## src/kvpd_pkg.sv

```systemverilog
// Shared types and constants for the key/value packet stream deframer.
// No dependencies; used by every module of the block.
`default_nettype none

package kvpd_pkg;

    // Header and body geometry
    localparam int unsigned HDR_LAST_IDX  = 6;
    localparam int unsigned CTRL_LAST_IDX = 3;

    // Output word layout in m_axis_tdata, lowest bit first
    localparam int unsigned TDATA_W = 152;
    localparam int unsigned TUSER_W = 4;

    // Register map
    localparam int unsigned PADDR_W  = 3;
    localparam logic        REG_CTRL_BIT = 1'b0;   // register index of control_flag_bit
    localparam logic [2:0]  CTRL_BIT_RESET = 3'd7;

    // Byte kind codes
    localparam logic [2:0] KIND_HEADER  = 3'd0;
    localparam logic [2:0] KIND_KEY     = 3'd1;
    localparam logic [2:0] KIND_VALUE   = 3'd2;
    localparam logic [2:0] KIND_CTRL    = 3'd3;
    localparam logic [2:0] KIND_DISCARD = 3'd4;

    // Error codes
    localparam logic [1:0] ERR_NONE       = 2'd0;
    localparam logic [1:0] ERR_SHORT_HDR  = 2'd1;
    localparam logic [1:0] ERR_SHORT_BODY = 2'd2;

    typedef enum logic [4:0] {
        PH_HEADER  = 5'b00001,
        PH_KEY     = 5'b00010,
        PH_VALUE   = 5'b00100,
        PH_CTRL    = 5'b01000,
        PH_DISCARD = 5'b10000
    } t_phase;

    typedef struct packed {
        logic [2:0]  byte_kind;
        logic [7:0]  byte_out;
        logic        header_done;
        logic        packet_done;
        logic [1:0]  error_code;
        logic [7:0]  flags_out;
        logic [15:0] key_length;
        logic [31:0] value_length;
        logic [15:0] hash_ident;
        logic [15:0] node_ident;
        logic [31:0] node_address;
        logic [15:0] node_port_out;
    } t_result;

endpackage

`default_nettype wire

```

## src/kvpd_regs.sv

```systemverilog
// Configuration register file behind the APB-style port.
// Depends on kvpd_pkg for the register map and reset value.
`default_nettype none

module kvpd_regs (
    input  wire logic                        i_clk,
    input  wire logic                        i_rst_n,
    input  wire logic                        psel,
    input  wire logic                        penable,
    input  wire logic                        pwrite,
    input  wire logic [kvpd_pkg::PADDR_W-1:0] paddr,
    input  wire logic [31:0]                 pwdata,
    output logic [31:0]                      prdata,
    output logic                             pready,
    output logic [2:0]                       o_ctrl_bit
);

    logic [2:0] r_ctrl_bit;
    logic       reg_sel;
    logic       wr_en;

    // Decode the word index and the write strobe
    assign pready  = 1'b1;
    assign reg_sel = (paddr[2] == kvpd_pkg::REG_CTRL_BIT);
    assign wr_en   = psel && penable && pwrite && pready && reg_sel;

    // Hold the control flag bit position
    always_ff @(posedge i_clk) begin
        if (!i_rst_n) begin
            r_ctrl_bit <= kvpd_pkg::CTRL_BIT_RESET;
        end else if (wr_en) begin
            r_ctrl_bit <= pwdata[2:0];
        end
    end

    // Read back the register, zero elsewhere
    assign prdata     = reg_sel ? {29'd0, r_ctrl_bit} : 32'd0;
    assign o_ctrl_bit = r_ctrl_bit;

endmodule

`default_nettype wire

```

## src/kvpd_decode.sv

```systemverilog
// Packet state and the single-pass decode of one byte into a result word.
// Depends on kvpd_pkg for the phase enum, codes and the result struct.
`default_nettype none

module kvpd_decode (
    input  wire logic              i_clk,
    input  wire logic              i_rst_n,
    input  wire logic              i_advance,
    input  wire logic [7:0]        i_byte,
    input  wire logic              i_last,
    input  wire logic [2:0]        i_ctrl_bit,
    output kvpd_pkg::t_result      o_result
);

    kvpd_pkg::t_phase r_phase, n_phase;
    logic [2:0]  r_hidx, n_hidx;
    logic [15:0] r_key, n_key;
    logic [31:0] r_val, n_val;
    logic [1:0]  r_bidx, n_bidx;
    logic [7:0]  r_flags, n_flags;
    logic [15:0] r_fa, n_fa;
    logic [31:0] r_fb, n_fb;
    logic [31:0] r_addr, n_addr;
    logic [15:0] r_port, n_port;

    logic        is_ctrl;
    logic        complete;
    logic [2:0]  kind;
    logic        hdone;
    logic [1:0]  err;

    // Flags of the current packet, including a flags byte arriving now
    assign n_flags = (r_phase == kvpd_pkg::PH_HEADER && r_hidx == 3'd0) ? i_byte : r_flags;
    assign is_ctrl = n_flags[i_ctrl_bit];

    // Decode one byte and compute the next packet state
    always_comb begin
        n_phase  = r_phase;
        n_hidx   = r_hidx;
        n_key    = r_key;
        n_val    = r_val;
        n_bidx   = r_bidx;
        n_fa     = r_fa;
        n_fb     = r_fb;
        n_addr   = r_addr;
        n_port   = r_port;
        kind     = kvpd_pkg::KIND_DISCARD;
        hdone    = 1'b0;
        complete = 1'b0;
        err      = kvpd_pkg::ERR_NONE;

        unique case (r_phase)
            kvpd_pkg::PH_HEADER: begin
                kind = kvpd_pkg::KIND_HEADER;
                // Shift the byte into the field it belongs to
                if (r_hidx == 3'd0) begin
                    n_fa   = '0;
                    n_fb   = '0;
                    n_addr = '0;
                    n_port = '0;
                end else if (r_hidx <= 3'd2) begin
                    n_fa = {r_fa[7:0], i_byte};
                end else if (is_ctrl) begin
                    if (r_hidx <= 3'd4) begin
                        n_fb = {16'd0, r_fb[7:0], i_byte};
                    end else begin
                        n_addr = {r_addr[23:16], r_addr[15:8] | i_byte, 16'd0};
                    end
                end else begin
                    n_fb = {r_fb[23:0], i_byte};
                end
                // Close the header and pick the body phase
                if (r_hidx >= 3'(kvpd_pkg::HDR_LAST_IDX)) begin
                    hdone  = 1'b1;
                    n_hidx = '0;
                    n_bidx = '0;
                    if (is_ctrl) begin
                        n_phase = kvpd_pkg::PH_CTRL;
                    end else begin
                        n_key = n_fa;
                        n_val = n_fb;
                        if (n_fa != 16'd0) begin
                            n_phase = kvpd_pkg::PH_KEY;
                        end else if (n_fb != 32'd0) begin
                            n_phase = kvpd_pkg::PH_VALUE;
                        end else begin
                            complete = 1'b1;
                        end
                    end
                    if (i_last && !complete) begin
                        err = kvpd_pkg::ERR_SHORT_BODY;
                    end
                end else begin
                    n_hidx = r_hidx + 3'd1;
                    if (i_last) begin
                        err = kvpd_pkg::ERR_SHORT_HDR;
                    end
                end
            end
            kvpd_pkg::PH_KEY: begin
                kind  = kvpd_pkg::KIND_KEY;
                n_key = r_key - 16'd1;
                if (n_key == 16'd0) begin
                    if (r_val == 32'd0) begin
                        complete = 1'b1;
                    end else begin
                        n_phase = kvpd_pkg::PH_VALUE;
                    end
                end
                if (i_last && !complete) begin
                    err = kvpd_pkg::ERR_SHORT_BODY;
                end
            end
            kvpd_pkg::PH_VALUE: begin
                kind  = kvpd_pkg::KIND_VALUE;
                n_val = r_val - 32'd1;
                if (n_val == 32'd0) begin
                    complete = 1'b1;
                end
                if (i_last && !complete) begin
                    err = kvpd_pkg::ERR_SHORT_BODY;
                end
            end
            kvpd_pkg::PH_CTRL: begin
                kind = kvpd_pkg::KIND_CTRL;
                // Lower address half first, then the port
                if (r_bidx <= 2'd1) begin
                    n_addr = {r_addr[31:16], r_addr[7:0], i_byte};
                end else begin
                    n_port = {r_port[7:0], i_byte};
                end
                if (r_bidx == 2'(kvpd_pkg::CTRL_LAST_IDX)) begin
                    n_bidx   = '0;
                    complete = 1'b1;
                end else begin
                    n_bidx = r_bidx + 2'd1;
                end
                if (i_last && !complete) begin
                    err = kvpd_pkg::ERR_SHORT_BODY;
                end
            end
            kvpd_pkg::PH_DISCARD: begin
                kind = kvpd_pkg::KIND_DISCARD;
            end
            default: begin
                kind = kvpd_pkg::KIND_DISCARD;
            end
        endcase

        // Drop trailing bytes after a finished packet
        if (complete) begin
            n_phase = kvpd_pkg::PH_DISCARD;
        end

        // Rearm for the next buffer
        if (i_last) begin
            n_phase = kvpd_pkg::PH_HEADER;
            n_hidx  = '0;
            n_bidx  = '0;
            n_key   = '0;
            n_val   = '0;
        end
    end

    // Assemble the result word; decoded fields only on packet completion
    always_comb begin
        o_result               = '0;
        o_result.byte_kind     = kind;
        o_result.byte_out      = i_byte;
        o_result.header_done   = hdone;
        o_result.packet_done   = complete;
        o_result.error_code    = err;
        o_result.flags_out     = n_flags;
        if (complete) begin
            if (is_ctrl) begin
                o_result.hash_ident    = n_fa;
                o_result.node_ident    = n_fb[15:0];
                o_result.node_address  = n_addr;
                o_result.node_port_out = n_port;
            end else begin
                o_result.key_length   = n_fa;
                o_result.value_length = n_fb;
            end
        end
    end

    // Advance the packet state once per decoded byte
    always_ff @(posedge i_clk) begin
        if (!i_rst_n) begin
            r_phase <= kvpd_pkg::PH_HEADER;
            r_hidx  <= '0;
            r_key   <= '0;
            r_val   <= '0;
            r_bidx  <= '0;
            r_flags <= '0;
            r_fa    <= '0;
            r_fb    <= '0;
            r_addr  <= '0;
            r_port  <= '0;
        end else if (i_advance) begin
            r_phase <= n_phase;
            r_hidx  <= n_hidx;
            r_key   <= n_key;
            r_val   <= n_val;
            r_bidx  <= n_bidx;
            r_flags <= n_flags;
            r_fa    <= n_fa;
            r_fb    <= n_fb;
            r_addr  <= n_addr;
            r_port  <= n_port;
        end
    end

endmodule

`default_nettype wire

```

## src/kv_packet_stream_deframer.sv

```systemverilog
// Path: a word accepted into the input register is decoded into the result register.
// Throughput: one byte per cycle while m_axis_tready is high; the decode is a single
// pass between the input register and the result register, and both drain together.
// Reset (synchronous, active low) empties both registers, returns the
// deframer to the header phase and sets control_flag_bit to 7.
// Top level: stream deframer with APB config; uses kvpd_pkg, kvpd_regs, kvpd_decode.
`default_nettype none

module kv_packet_stream_deframer (
    input  wire logic                         i_clk,
    input  wire logic                         i_rst_n,
    // APB-style configuration port
    input  wire logic                         psel,
    input  wire logic                         penable,
    input  wire logic                         pwrite,
    input  wire logic [kvpd_pkg::PADDR_W-1:0] paddr,
    input  wire logic [31:0]                  pwdata,
    output logic [31:0]                       prdata,
    output logic                              pready,
    // Input byte stream
    input  wire logic                         s_axis_tvalid,
    output logic                              s_axis_tready,
    input  wire logic [7:0]                   s_axis_tdata,   // [7:0] data_byte
    input  wire logic                         s_axis_tlast,   // buffer_end
    // Tagged result stream
    output logic                              m_axis_tvalid,
    input  wire logic                         m_axis_tready,
    // [7:0] byte_out, [9:8] error_code, [17:10] flags_out, [33:18] key_length,
    // [65:34] value_length, [81:66] hash_ident, [97:82] node_ident,
    // [129:98] node_address, [145:130] node_port_out, [151:146] zero
    output logic [kvpd_pkg::TDATA_W-1:0]      m_axis_tdata,
    // [2:0] byte_kind, [3] header_done
    output logic [kvpd_pkg::TUSER_W-1:0]      m_axis_tuser,
    output logic                              m_axis_tlast    // packet_done
);

    logic              r_in_valid;
    logic [7:0]        r_in_byte;
    logic              r_in_last;
    logic              r_out_valid;
    kvpd_pkg::t_result r_out;
    kvpd_pkg::t_result result;
    logic              advance;
    logic [2:0]        ctrl_bit;

    kvpd_regs u_regs (
        .i_clk      (i_clk),
        .i_rst_n    (i_rst_n),
        .psel       (psel),
        .penable    (penable),
        .pwrite     (pwrite),
        .paddr      (paddr),
        .pwdata     (pwdata),
        .prdata     (prdata),
        .pready     (pready),
        .o_ctrl_bit (ctrl_bit)
    );

    kvpd_decode u_decode (
        .i_clk      (i_clk),
        .i_rst_n    (i_rst_n),
        .i_advance  (advance),
        .i_byte     (r_in_byte),
        .i_last     (r_in_last),
        .i_ctrl_bit (ctrl_bit),
        .o_result   (result)
    );

    // Move the held word into the result register when that slot frees up
    assign advance       = r_in_valid && (!r_out_valid || m_axis_tready);
    assign s_axis_tready = !r_in_valid || !r_out_valid || m_axis_tready;

    // Input register
    always_ff @(posedge i_clk) begin
        if (!i_rst_n) begin
            r_in_valid <= 1'b0;
        end else if (s_axis_tready) begin
            r_in_valid <= s_axis_tvalid;
        end
    end

    always_ff @(posedge i_clk) begin
        if (s_axis_tready && s_axis_tvalid) begin
            r_in_byte <= s_axis_tdata;
            r_in_last <= s_axis_tlast;
        end
    end

    // Result register
    always_ff @(posedge i_clk) begin
        if (!i_rst_n) begin
            r_out_valid <= 1'b0;
        end else if (advance) begin
            r_out_valid <= 1'b1;
        end else if (m_axis_tready) begin
            r_out_valid <= 1'b0;
        end
    end

    always_ff @(posedge i_clk) begin
        if (advance) begin
            r_out <= result;
        end
    end

    // Pack the result word onto the output stream
    assign m_axis_tvalid = r_out_valid;
    assign m_axis_tlast  = r_out.packet_done;
    assign m_axis_tuser  = {r_out.header_done, r_out.byte_kind};
    assign m_axis_tdata  = {6'd0,
                            r_out.node_port_out,
                            r_out.node_address,
                            r_out.node_ident,
                            r_out.hash_ident,
                            r_out.value_length,
                            r_out.key_length,
                            r_out.flags_out,
                            r_out.error_code,
                            r_out.byte_out};

endmodule

`default_nettype wire
```

## config.mk

```make
export PLATFORM = sky130hd
export DESIGN_NAME = kv_packet_stream_deframer
export DESIGN_NICKNAME = d
export VERILOG_FILES = /design/src/kvpd_pkg.sv /design/src/kvpd_regs.sv /design/src/kvpd_decode.sv /design/src/kv_packet_stream_deframer.sv
export SDC_FILE = /design/constraint.sdc
export NUM_CORES = 1
export LEC_CHECK = 0
export CORE_MARGIN = 5
export CORE_UTILIZATION = 45
export DETAILED_ROUTE_END_ITERATION = 8
export DONT_BUFFER_PORTS = 1
export PLACE_DENSITY_LB_ADDON = 0.08
export SLEW_MARGIN = 20
export SYNTH_ARGS = -nofsm -noshare
export SYNTH_HDL_FRONTEND = slang
export SYNTH_SLANG_ARGS = --single-unit
```

## constraint.sdc

```tcl
create_clock -name i_clk -period 6.9 [get_ports i_clk]
set_input_delay 0.345 -clock i_clk [delete_from_list [all_inputs] [get_ports i_clk]]
set_output_delay 0.345 -clock i_clk [all_outputs]
set_load 0.02 [all_outputs]
```

==> results by group <==
Run status
  • Status: completed

Setup path
  • Maximum fanout along the worst path: 48
  • CP Cell Sequence: a21o_1 -> nand2_1 -> o211a_1 -> o21ai_0 -> o2111ai_1 -> nor4_2 -> nor3_2 -> or2_2 -> a211oi_2
  • CP peak stage delay: roughly 0.74 ns
  • Critical path required time: between 7 and 8 ns
  • Slowest-stage cell, CP: a21o_1
  • Worst R2R Path Depth: 9
  • Flop-to-flop setup slack: roughly 2.0 ns
  • Worst Setup Start Kind: register
  • Reg-to-Reg End: m_axis_tdata[51]$_SDFFCE_PP0P_
  • Kind of critical path: reg -> reg
  • Crit Reg-Reg Startpoint: u_decode.r_hidx[2]$_SDFFE_PN0P_
  • Crit. End Element: register
  • Crit path DAT: 5.26 ns

Min path
  • Tightest Hold Check Type: in -> reg
  • Hold_sp: i_rst_n
  • Hold Path Cell Cnt: 2
  • Worst Hold End: u_decode.r_phase[1]$_SDFFE_PN0P_

STA
  • Final setup violating endpoints: 0
  • Clock Skew: between 0.02 and 0.025 ns
  • Final Hold Viols: 0
  • RSZ-0062 raised after global routing: no
  • Setup TNS: 0 ns
  • Final period utilization: 0.7103
  • Fin crit period: 4.901 ns
  • Slew headroom: 0.2623
  • Maximum clock rate: 204.0 MHz
  • Worst-Margin Slew: between 1 and 1.5 ns
  • Final Max Tran Viols: 0

Global routing
  • Largest net degree at the start of global routing: around 170
  • Global Route Usage Sum: 0.2360
  • Global-route wire length before repair: approximately 74000 um
  • Vias in the first global route: between 10000 and 15000
  • Gr ovfl total: 0
  • Initial antenna violation count: 0

Job
  • Max cap viols: 0

Place
  • DP Wirelength: 31610 um
  • Gpl congestion: between 0.8 and 0.9
  • Port-buffer cells: 0
  • Placed Instance Area: 0.01623 mm^2

Drt
  • Initial DRC count: approximately 1300
  • Post-route DRC: 0
  • DR pass1 iterations: 6
  • Routed WL: between 40000 and 50000 um
  • Via count: around 13000
  • WL/cell: about 22 um
  • Via density: 6.035
  • Final ANT Viol Nets: 0

Die
  • Number of I/O pins: between 200 and 250
  • Die Y: just under 200 um
  • Die width: roughly 200 um
  • Site row count: 69
  • Initial Util: 0.4521
  • Die ar.: slightly below 0.04 mm^2
  • Core area: about 0.035 mm^2

Finish
  • Most common cell after layout, fill and taps aside: nor2_1
  • Filler instances: between 3000 and 4000
  • Nets: ~1800
  • Share of cells above drive strength 1: 0.07648
  • Area added between synthesis and finish: 9.992%
  • Ant. Diodes: 0
  • Most frequent cells in the layout: nor2_1 (315), nand2_1 (199), dfxtp_1 (167), edfxtp_1 (160), a21oi_1 (146)
  • Design area: 0.01756 mm^2

Logic synthesis
  • Post-synth EDFFs: 160
  • Netlist cell types: 77
  • Synth async-reset ratio: 0
  • Seq/Total Area, Yosys: 0.5103
  • Synth Flop Type: dfxtp_1
  • Flops & latches, synth: between 300 and 400
  • Yosys warning total: 0
  • Average size of a mapped cell: between 9 and 10 um^2
  • Post-synthesis cell count: about 1800
  • Mapped Area: 0.01597 mm^2

Power
  • Pwr Density: ~260 mW/mm^2
  • Worst ir drop on vdd: 0.1719 mV
  • Leakage: about 0.0058 uW
  • Total Power: between 4000 and 5000 uW

Clocking
  • Max Buffers Root-to-Sink: 3
  • CTS Sinks: approximately 330
  • TritonCTS clock tree: done
  • Clk_lat worst skew: 0.53 ns
  • H-tree depth: 2
  • Postcts setup bufs: 0
  • Reg clk slew, reported paths: about 0.060 ns
  • CTS Buf Count: 36
  • Root Driver: clkbuf_16
==> flip-flops by register name (all words and copies together) (netlist names) <==
name / cells
m_axis_tdata: 146
u_decode.r_addr: 32
u_decode.r_fb: 32
u_decode.r_val: 32
u_decode.r_fa: 16
u_decode.r_key: 16
u_decode.r_port: 16
r_in_byte: 8
u_decode.r_flags: 8
u_decode.r_phase: 5
m_axis_tuser: 4
u_decode.r_hidx: 3
u_regs.o_ctrl_bit: 3
u_decode.r_bidx: 2
m_axis_tlast: 1
m_axis_tvalid: 1
r_in_last: 1
r_in_valid: 1
==> kinds of logic (layout without fill, tap and decap cells) <==
logic type / after synthesis / in the layout / synth area share
and+or+nand+nor: 725 / 725 / 0.2031
muxes: 51 / 51 / 0.03589
DFF: 327 / 327 / 0.5103
buffers and inverters: 187 / 134 / 0.05423
other: 2 / 36 / 0.0004704
xor gates and xnor gates: 19 / 19 / 0.01042
AOI/OAI and AO/OA: 452 / 452 / 0.1792
adders and majority gates: 8 / 8 / 0.006270
==> what timing repair did <==
item | in CTS | in global routing
resized for setup | 0 | 0
endpoints found under the hold margin | 28 | 0
hold buffers | 14 | 0
==> worst max path at each step <==
stage	to	slack, ns	from
after global placement	m_axis_tdata[51]$_SDFFCE_PP0P_	2.17	u_decode.r_hidx[2]$_SDFFE_PN0P_
after CTS	m_axis_tdata[51]$_SDFFCE_PP0P_	2.05	u_decode.r_hidx[0]$_SDFFE_PN0P_
final	m_axis_tdata[51]$_SDFFCE_PP0P_	2.00	u_decode.r_hidx[2]$_SDFFE_PN0P_
after floorplan	m_axis_tdata[0]$_DFFE_PP_	1.01	m_axis_tvalid$_SDFFE_PN0P_
after detailed placement	m_axis_tdata[51]$_SDFFCE_PP0P_	2.07	u_decode.r_hidx[0]$_SDFFE_PN0P_
after global routing	m_axis_tdata[51]$_SDFFCE_PP0P_	1.63	u_decode.r_hidx[1]$_SDFFE_PN0P_
==> critical path, delay by kind of cell (launching register included) <==
family	cells	cell delay [ns]
AND/OR/NAND/NOR	4	1.85
AO/OA/AOI/OAI	5	2.10
flip-flops	1	0.72
==> routing by layer <==
metal	part of all wire	track usage	vias to the layer above
li1	-	-	6211
met4	0.018	0.05662	0
met2	0.43	0.3429	591
met5	0	0	-
met3	0.084	0.04339	54
met1	0.47	0.3644	6500
==> synthesized netlist by cell type, types with 15 or more instances <==
cell      instances  area share
and2_1           15      0.0059
a22oi_1         122       0.057
dfxtp_1         167        0.21
o21ai_0          84       0.026
nor2_1          316       0.074
nor4_1           26       0.010
clkbuf_1        121       0.028
mux2i_1          37       0.023
a21oi_1         146       0.046
nand2_1         199       0.047
nor2b_1          18      0.0071
edfxtp_1        160        0.30
buf_4            37       0.017
inv_1            18      0.0042
nor3_1           58       0.018
==> stage by stage <==
step           worst slack [ns]  hold slack (ns)    util  cells
2_1_floorplan             1.013           0.4244       -   1805
3_3_place_gp              2.167           0.4188  0.4597   2135
3_5_place_dp              2.067           0.4275  0.4597   2135
4_1_cts                   2.054         0.006248  0.4971   2213
5_1_grt                   1.633          0.03951  0.4973   2213
6_report                  1.999          0.03435  0.4973   2213
==> report_power, final <==
group	switching [uW]	leakage (uW)	internal (uW)
sequential	86.0	0.00286	2090
clock	782	0.000580	1170
combinational	304	0.00238	101
total	1170	0.00582	3370
==> area by class of cell <==
class / count / area, um^2 / area share
multi-input cells: 1291 / 7149 / 0.4071
well taps: 461 / 576.8 / 0.03285
flip-flops and latches: 327 / 8148 / 0.4640
clock inverters: 22 / 226.5 / 0.01290
inverters: 20 / 82.58 / 0.004703
repair buffers: 50 / 422.9 / 0.02408
clock buffers: 42 / 954.7 / 0.05436
(Power assumes the default switching activity.)
